## src/hw/rtl/nonuniform_simpson_integrator_defines.svh

```systemverilog
// Assertion macros used by the integrator top level.
`ifndef NONUNIFORM_SIMPSON_INTEGRATOR_DEFINES_SVH
`define NONUNIFORM_SIMPSON_INTEGRATOR_DEFINES_SVH

// Same-cycle implication, disabled while reset is held.
`define NSI_ASSERT_NOW(lbl, ante, cons) \
    lbl: assert property (@(posedge i_clk) disable iff (!i_rst_n) (ante) |-> (cons)) \
        else $error("nsi: same-cycle check failed");

// Next-cycle implication, disabled while reset is held.
`define NSI_ASSERT_NEXT(lbl, ante, cons) \
    lbl: assert property (@(posedge i_clk) disable iff (!i_rst_n) (ante) |=> (cons)) \
        else $error("nsi: next-cycle check failed");

`endif

```

## src/hw/rtl/nsi_pkg.sv

```systemverilog
`default_nettype none
package nsi_pkg;

    localparam int FRAC_BITS = 16;
    localparam logic signed [63:0] TWO_FX    = 64'sd2 <<< FRAC_BITS;
    localparam logic signed [63:0] INT64_MAX = 64'sh7FFF_FFFF_FFFF_FFFF;
    localparam logic signed [63:0] INT64_MIN = 64'sh8000_0000_0000_0000;

    // ceil(2^65 / 6): magnitudes up to 2^63 divide by six exactly after a 65-bit shift
    localparam logic signed [63:0] RECIP6       = 64'sh5555_5555_5555_5556;
    localparam int                 RECIP6_SHIFT = 65;

    // Command kinds passed from front to back
    localparam logic [1:0] CMD_CLOSE = 2'd0;
    localparam logic [1:0] CMD_PANEL = 2'd1;
    localparam logic [1:0] CMD_TRAP  = 2'd2;

    // Product scaling codes for the multiplier
    localparam logic [1:0] SH_NONE = 2'd0;
    localparam logic [1:0] SH_ONE  = 2'd1;
    localparam logic [1:0] SH_FRAC = 2'd2;
    localparam logic [1:0] SH_DIV6 = 2'd3;

    typedef struct packed {
        logic [1:0]         kind;
        logic               last;
        logic signed [32:0] h0;
        logic signed [32:0] h1;
        logic signed [31:0] y0;
        logic signed [31:0] y1;
        logic signed [31:0] y2;
    } t_cmd;

    function automatic logic [63:0] mag(input logic [63:0] v);
        mag = v[63] ? (64'd0 - v) : v;
    endfunction

endpackage
`default_nettype wire

```

## src/hw/rtl/nsi_front.sv

```systemverilog
`default_nettype none
module nsi_front (
    input  logic               i_clk,
    input  logic               i_rst_n,
    input  logic               i_valid,
    output logic               o_ready,
    input  logic signed [31:0] i_x_coord,
    input  logic signed [31:0] i_y_value,
    input  logic               i_last_sample,
    output logic               o_cmd_valid,
    output nsi_pkg::t_cmd      o_cmd,
    input  logic               i_cmd_pop
);

    localparam int QDEPTH = 2;
    localparam int QAW    = $clog2(QDEPTH);

    localparam logic [1:0] PH_EMPTY = 2'd0;
    localparam logic [1:0] PH_ONE   = 2'd1;
    localparam logic [1:0] PH_TWO   = 2'd2;

    logic [1:0]         r_phase, n_phase;
    logic signed [31:0] r_older_x, r_older_y, r_newer_x, r_newer_y;
    nsi_pkg::t_cmd      r_queue [QDEPTH];
    logic [QAW-1:0]     r_wr_ptr, r_rd_ptr;
    logic [QAW:0]       r_count;
    logic               w_accept, w_push;
    nsi_pkg::t_cmd      w_cmd;
    logic signed [32:0] w_h_new, w_h_old;

    assign w_accept    = i_valid && o_ready;
    assign o_ready     = (r_count != (QAW+1)'(QDEPTH));
    assign o_cmd_valid = (r_count != '0);
    assign o_cmd       = r_queue[r_rd_ptr];

    assign w_h_new = 33'(i_x_coord) - 33'(r_newer_x);
    assign w_h_old = 33'(r_newer_x) - 33'(r_older_x);

    always_comb begin
        w_cmd.kind = nsi_pkg::CMD_CLOSE;
        w_cmd.last = i_last_sample;
        w_cmd.h0   = w_h_new;
        w_cmd.h1   = w_h_new;
        w_cmd.y0   = r_newer_y;
        w_cmd.y1   = i_y_value;
        w_cmd.y2   = i_y_value;
        w_push     = i_last_sample;
        n_phase    = PH_ONE;
        unique case (r_phase)
            PH_TWO: begin
                w_cmd.kind = nsi_pkg::CMD_PANEL;
                w_cmd.h0   = w_h_old;
                w_cmd.y0   = r_older_y;
                w_cmd.y1   = r_newer_y;
                w_push     = 1'b1;
                n_phase    = PH_ONE;
            end
            PH_ONE: begin
                w_cmd.kind = nsi_pkg::CMD_TRAP;
                n_phase    = PH_TWO;
            end
            default: begin
                n_phase = PH_ONE;
            end
        endcase
        // last sample closes the run
        if (i_last_sample) begin
            n_phase = PH_EMPTY;
        end
    end

    always_ff @(posedge i_clk) begin
        if (!i_rst_n) begin
            r_phase  <= PH_EMPTY;
            r_wr_ptr <= '0;
            r_rd_ptr <= '0;
            r_count  <= '0;
        end else begin
            if (w_accept) begin
                r_phase <= n_phase;
            end
            if (w_accept && w_push) begin
                r_wr_ptr <= r_wr_ptr + QAW'(1);
            end
            if (i_cmd_pop) begin
                r_rd_ptr <= r_rd_ptr + QAW'(1);
            end
            r_count <= r_count + (QAW+1)'(w_accept && w_push) - (QAW+1)'(i_cmd_pop);
        end
    end

    always_ff @(posedge i_clk) begin
        if (w_accept) begin
            r_newer_x <= i_x_coord;
            r_newer_y <= i_y_value;
            if (r_phase == PH_ONE) begin
                r_older_x <= r_newer_x;
                r_older_y <= r_newer_y;
            end
        end
        if (w_accept && w_push) begin
            r_queue[r_wr_ptr] <= w_cmd;
        end
    end

endmodule
`default_nettype wire

```

## config.mk

```make
export PLATFORM = sky130hd
export DESIGN_NAME = nsi_front
export DESIGN_NICKNAME = d
export VERILOG_FILES = /design/src/hw/rtl/nonuniform_simpson_integrator_defines.svh /design/src/hw/rtl/nsi_pkg.sv /design/src/hw/rtl/nsi_front.sv
export SDC_FILE = /design/constraint.sdc
export NUM_CORES = 1
export LEC_CHECK = 0
export BUFFER_PORTS_ARGS = -buffer_cell sky130_fd_sc_hd__buf_2
export CAP_MARGIN = 30
export CORE_ASPECT_RATIO = 0.7
export CORE_UTILIZATION = 63
export DETAILED_ROUTE_END_ITERATION = 6
export MAX_ROUTING_LAYER = met4
export PLACE_DENSITY = 0.85
export SLEW_MARGIN = 20
export SYNTH_ARGS = -nofsm -noshare
export SYNTH_HDL_FRONTEND = slang
export SYNTH_SLANG_ARGS = --single-unit
export TNS_END_PERCENT = 10
```

## constraint.sdc

```tcl
create_clock -name i_clk -period 23.3 [get_ports i_clk]
set_clock_uncertainty 0.1 [all_clocks]
set_input_delay 4.66 -clock i_clk [delete_from_list [all_inputs] [get_ports i_clk]]
set_output_delay 4.66 -clock i_clk [all_outputs]
set_load 0.03 [all_outputs]
```

# Word-level counts from Yosys, hierarchy flattened
# Memory sizes are Yosys's and may differ from the RTL's. A register that Yosys moved wholly into a read port is not among the register bits.
# Index checks and enable logic that the tools add are counted.
# totals
ff_bits	134
ram_bits	330
input_bits	69
out_inout_bits	167
wordCells	32
n_memories	1
# op_classes
addsub	6
n_eq_ne	3
mux	10
reduce_logical	4
# mem_list
memory	words	word_bits	read_ports	rd_ports_with_merged_regs	wr	line_no	rtl
r_queue	2	165	1	1	1	nsi_front.sv:24	nsi_pkg::t_cmd r_queue [QDEPTH];
# op_table
op	n
subtractor 32 x 32 -> 33 bit	2
2-to-1 mux 64 bit	1
2-to-1 mux 33 bit	1
2-to-1 mux 1 bit	5
2-to-1 mux 2 bit	2
one-hot mux 2 bit (2 select lines)	1
adder 1 bit (second input constant)	2
adder 2 x 1 -> 2 bit	1
equality test 2 x 1 -> 1 bit (second input constant)	1
equality test 2 bit (second input constant)	1
logical AND 1 bit	2
!= test 2 bit (second input constant)	1
AND reduction 2 bit	1
nonzero test 2 bit	1
subtractor 2 x 1 -> 2 bit	1

# Longest topological paths before layout
# logic_depth
word_depth	5
mapped_depth	11
depth_no_buf	11

# Least setup slack after synthesis
# Ideal clock, no wire load.
# synth_timing
path_kind	input to register
from	input port i_valid
to	memory r_queue[0][0] (netlist name) (enable)
setup_time_ps	692
t_arrival_ps	13541
required_time_ps	22508
setup_slack_ps	8967
cell_stages	4
path_buffers	0
path_cell_list	nand2_1 > inv_1 > o21ai_0 > nor2_1
# synth_via
elab_chain_len	4
# synth_rtl
item	line_no	rtl
start, declared	nsi_front.sv:5	input logic i_valid,
logical AND 1 bit	nsi_front.sv:31	assign w_accept = i_valid && o_ready;
via w_accept	nsi_front.sv:27	logic w_accept, w_push;
logical AND 1 bit	nsi_front.sv:101	if (w_accept && w_push) begin
2-to-1 mux 1 bit	nsi_front.sv:101	
2-to-1 mux 1 bit (implied by the code)	nsi_front.sv:102	r_queue[r_wr_ptr] <= w_cmd;
end, declared	nsi_front.sv:24	
# The timed path passes the listed nets, and every way through them passes these cells.

==> flow_summary.json <==
{
  "portBuffers": 235,
  "ctsHtreeMaxLevel": 2,
  "cts_hold_buf": 0,
  "cts_resized": 0,
  "synth_warnings": 0,
  "use_met1_pct": 40.76,
  "netlist_instances": 1486,
  "ys.flop_type": "edfxtp_1",
  "setup_viol": 0,
  "slew_headroom_pct": 32.71,
  "rsz0062_at_grt": "false",
  "muxShareOfSynthArea_pct": 9.736,
  "async_flop_share_pct": 0,
  "cp-start-kind": "input port",
  "syn_nets": 1623,
  "cts_made_buffers": 43,
  "die_y_um": 153.9,
  "slowest_delay_ps": 750,
  "synth_area_mm2": 0.02077,
  "cts_setup_buffers": 0,
  "path_clk_slew_ps": 60,
  "reg2reg_depth": 10,
  "grt_antenna_before_repair": 3,
  "period_share_pct": 32.98,
  "synth_compound_area_share_pct": 6.808,
  "max_freq_mhz": 130.2,
  "hold_violations": 0,
  "holdPathStages": 0,
  "layout.cells.most_common": "edfxtp_1",
  "ant_nets": 0,
  "crit_chain": "buf_2 -> inv_1 -> ha_1 -> fa_1 -> nor2b_1 -> o31a_1 -> nor4b_1 -> nor2_1 -> a21boi_2 -> o31ai_2 -> mux2_2 -> o31ai_1",
  "p_leak_nw": 9.291,
  "drive_gt1_share_pct": 28.92,
  "fin_crit_ps": 7683,
  "insertion_delay_ps": 550,
  "die_w_um": 219.0,
  "synth_edf_count": 458,
  "hold_path.class": "reg -> reg",
  "cap_violations": 0,
  "avgViaCountPerCell": 5.855,
  "cts-root-buf": "clkbuf_16",
  "ys_ff_latch": 465,
  "worstPathRequired_ps": 23530,
  "track_usage_pct": 28.24,
  "synth_xor_area_share_pct": 2.193,
  "wl_um": 45920,
  "vdd_ir_drop_max_v": 0.00007655,
  "end_kind": "flip-flop",
  "cts.sinks": 465,
  "cpMaxStageDelayCell": "o31ai_2",
  "place.gp.congestion": 0.8885,
  "drt_iter0_drc": 1180,
  "use_met2_pct": 41.27,
  "cts_tree": "built",
  "drv_slew": 0,
  "mostFrequentLayoutCells": "edfxtp_1 (458), nand2_1 (249), buf_2 (235)",
  "core_mm2": 0.03234,
  "dieArea_mm2": 0.03371,
  "top_usage_layer": "met2",
  "design_area_mm2": 0.02397,
  "overflow": 0,
  "crit_fanout": 7,
  "worstPathArrival_ps": 7920,
  "post_drt_wl_per_cell_um": 20.90,
  "syn_to_final_growth_pct": 15.43,
  "grt_max_degree": 167,
  "seq_area_frac_synth_pct": 66.90,
  "cts_buffer_depth": 3,
  "postSynthAreaPerCell_um2": 13.98,
  "num_vias": 12864,
  "synth_cell_types": 63,
  "synth_top_family_by_area": "multiplexers",
  "dr.pass1.iters": 5,
  "grtUsageMet3_pct": 4.985,
  "synthAdderAreaFrac_pct": 4.169,
  "fin_nets": 1871,
  "start_util_pct": 64.21,
  "status": "completed",
  "grt_pass1_wl_um": 70370,
  "criticalPathCategory": "in -> reg",
  "power.density_mw_per_mm2": 92.02,
  "placed_area_mm2": 0.02245,
  "tightest_slew_ps": 1009,
  "hpwl_um": 28940,
  "first_global_vias": 12600,
  "synth-simple-area-share_pct": 7.832,
  "rows": 55,
  "drc": 0,
  "io_pins": 236,
  "fin_tns_setup_ps": 0
}
## cells in the mapped netlist (2+ instances only)
cell type	count	area share [%]
o211ai_1	3	0.11
nor3_1	11	0.27
clkbuf_1	37	0.67
nand3_1	8	0.19
or3_1	3	0.090
a31oi_1	11	0.33
a21o_1	28	1.0
o21a_1	14	0.51
o41ai_1	2	0.084
o21ba_2	2	0.096
and3_1	10	0.30
nand4_1	6	0.18
mux2_2	176	9.5
ha_1	66	4.0
nor4_1	2	0.060
o21ai_0	46	1.1
a2111oi_0	2	0.084
o31a_1	4	0.17
a221o_1	2	0.096
edfxtp_1	458	66
nor4b_1	2	0.084
xor2_1	25	1.1
inv_1	84	1.5
o31ai_1	8	0.29
buf_1	7	0.13
nand2b_1	16	0.48
o21bai_1	8	0.29
and2_1	12	0.36
a211o_1	2	0.084
a21boi_0	3	0.11
dfxtp_1	7	0.67
nor2_1	49	0.89
a211oi_1	10	0.36
a21oi_1	50	1.2
xnor2_1	27	1.1
nand2_1	249	4.5
o21ai_1	2	0.048
fa_1	2	0.19
mux2i_1	4	0.19
nor2b_1	5	0.15
## flip-flops by register name, indices dropped and copies added (netlist names), named ones only
register   count
r_queue      330
r_newer_x     32
r_newer_y     32
r_older_x     32
r_older_y     32
r_count        2
r_phase        2
r_rd_ptr       1
r_wr_ptr       1
## power breakdown
part	total (mW)	switching, mW	leakage (nW)	internal [mW]
Clock	0.716	0.307	0.681	0.409
Sequential	1.04	0.0267	4.28	1.02
Combinational	0.446	0.295	4.33	0.152
Total	2.21	0.628	9.29	1.58
## area by class of cell
cell class	count	area, um^2
diodes	3	7.507
fillers	2031	8371
repair buffers	248	1369
flip-flops and latches	465	13900
well taps	427	534.3
multi-input cells	892	6414
clock buffers	48	1095
inverters	84	316.6
clock inverters	30	340.3
## per-stage QoR
step           std cells  setup WS [ps]  hold slack (ps)  total power [mW]  util (%)
6_report            2197          15620            382.7             2.206     74.12
5_1_grt             2197          15450            389.2             2.283     74.12
4_1_cts             2190          15680            381.7             2.210     73.85
3_5_place_dp        2112          15130            366.1             1.495     69.41
3_3_place_gp        2111          15340            358.8             1.477     69.33
2_1_floorplan       1486           8967            349.7             1.372         -
## metal layers
metal	routed length (um)	up-vias
li1	-	5975
met3	3444	70
met4	1036	0
met2	21010	580
met1	20430	6239
met5	0	-
## worst max-delay path: cells and delay by family
kind	cells	cell delay [ps]
buffers and inverters	2	150
multiplexers	1	430
adder cells (fa/ha/maj)	2	670
AND/OR/NAND/NOR	3	550
AO/OA/AOI/OAI	4	1430
## logic make-up (layout without fill, tap and decap cells)
group	count (synthesis)	count (layout)
AOI/OAI and AO/OA	213	213
adders and majority gates	68	68
muxes	180	180
DFF	465	465
xor gates and xnor gates	52	52
other	0	3
and+or+nand+nor	379	379
buffers and inverters	129	410
## final timing paths
| kind | end | slack, ps | startpoint |
|---|---|---|---|
| worst min register to register | r_older_y[29] | 380 | r_newer_y[29] |
| worst min-delay path | r_older_y[29] | 380 | r_newer_y[29] |
| worst max-delay path | r_queue[0][155] | 15620 | i_x_coord[0] |
| worst max register to register | r_queue[0][155] | 19410 | r_newer_x[0] |
Power figures use the tool's default switching activity.
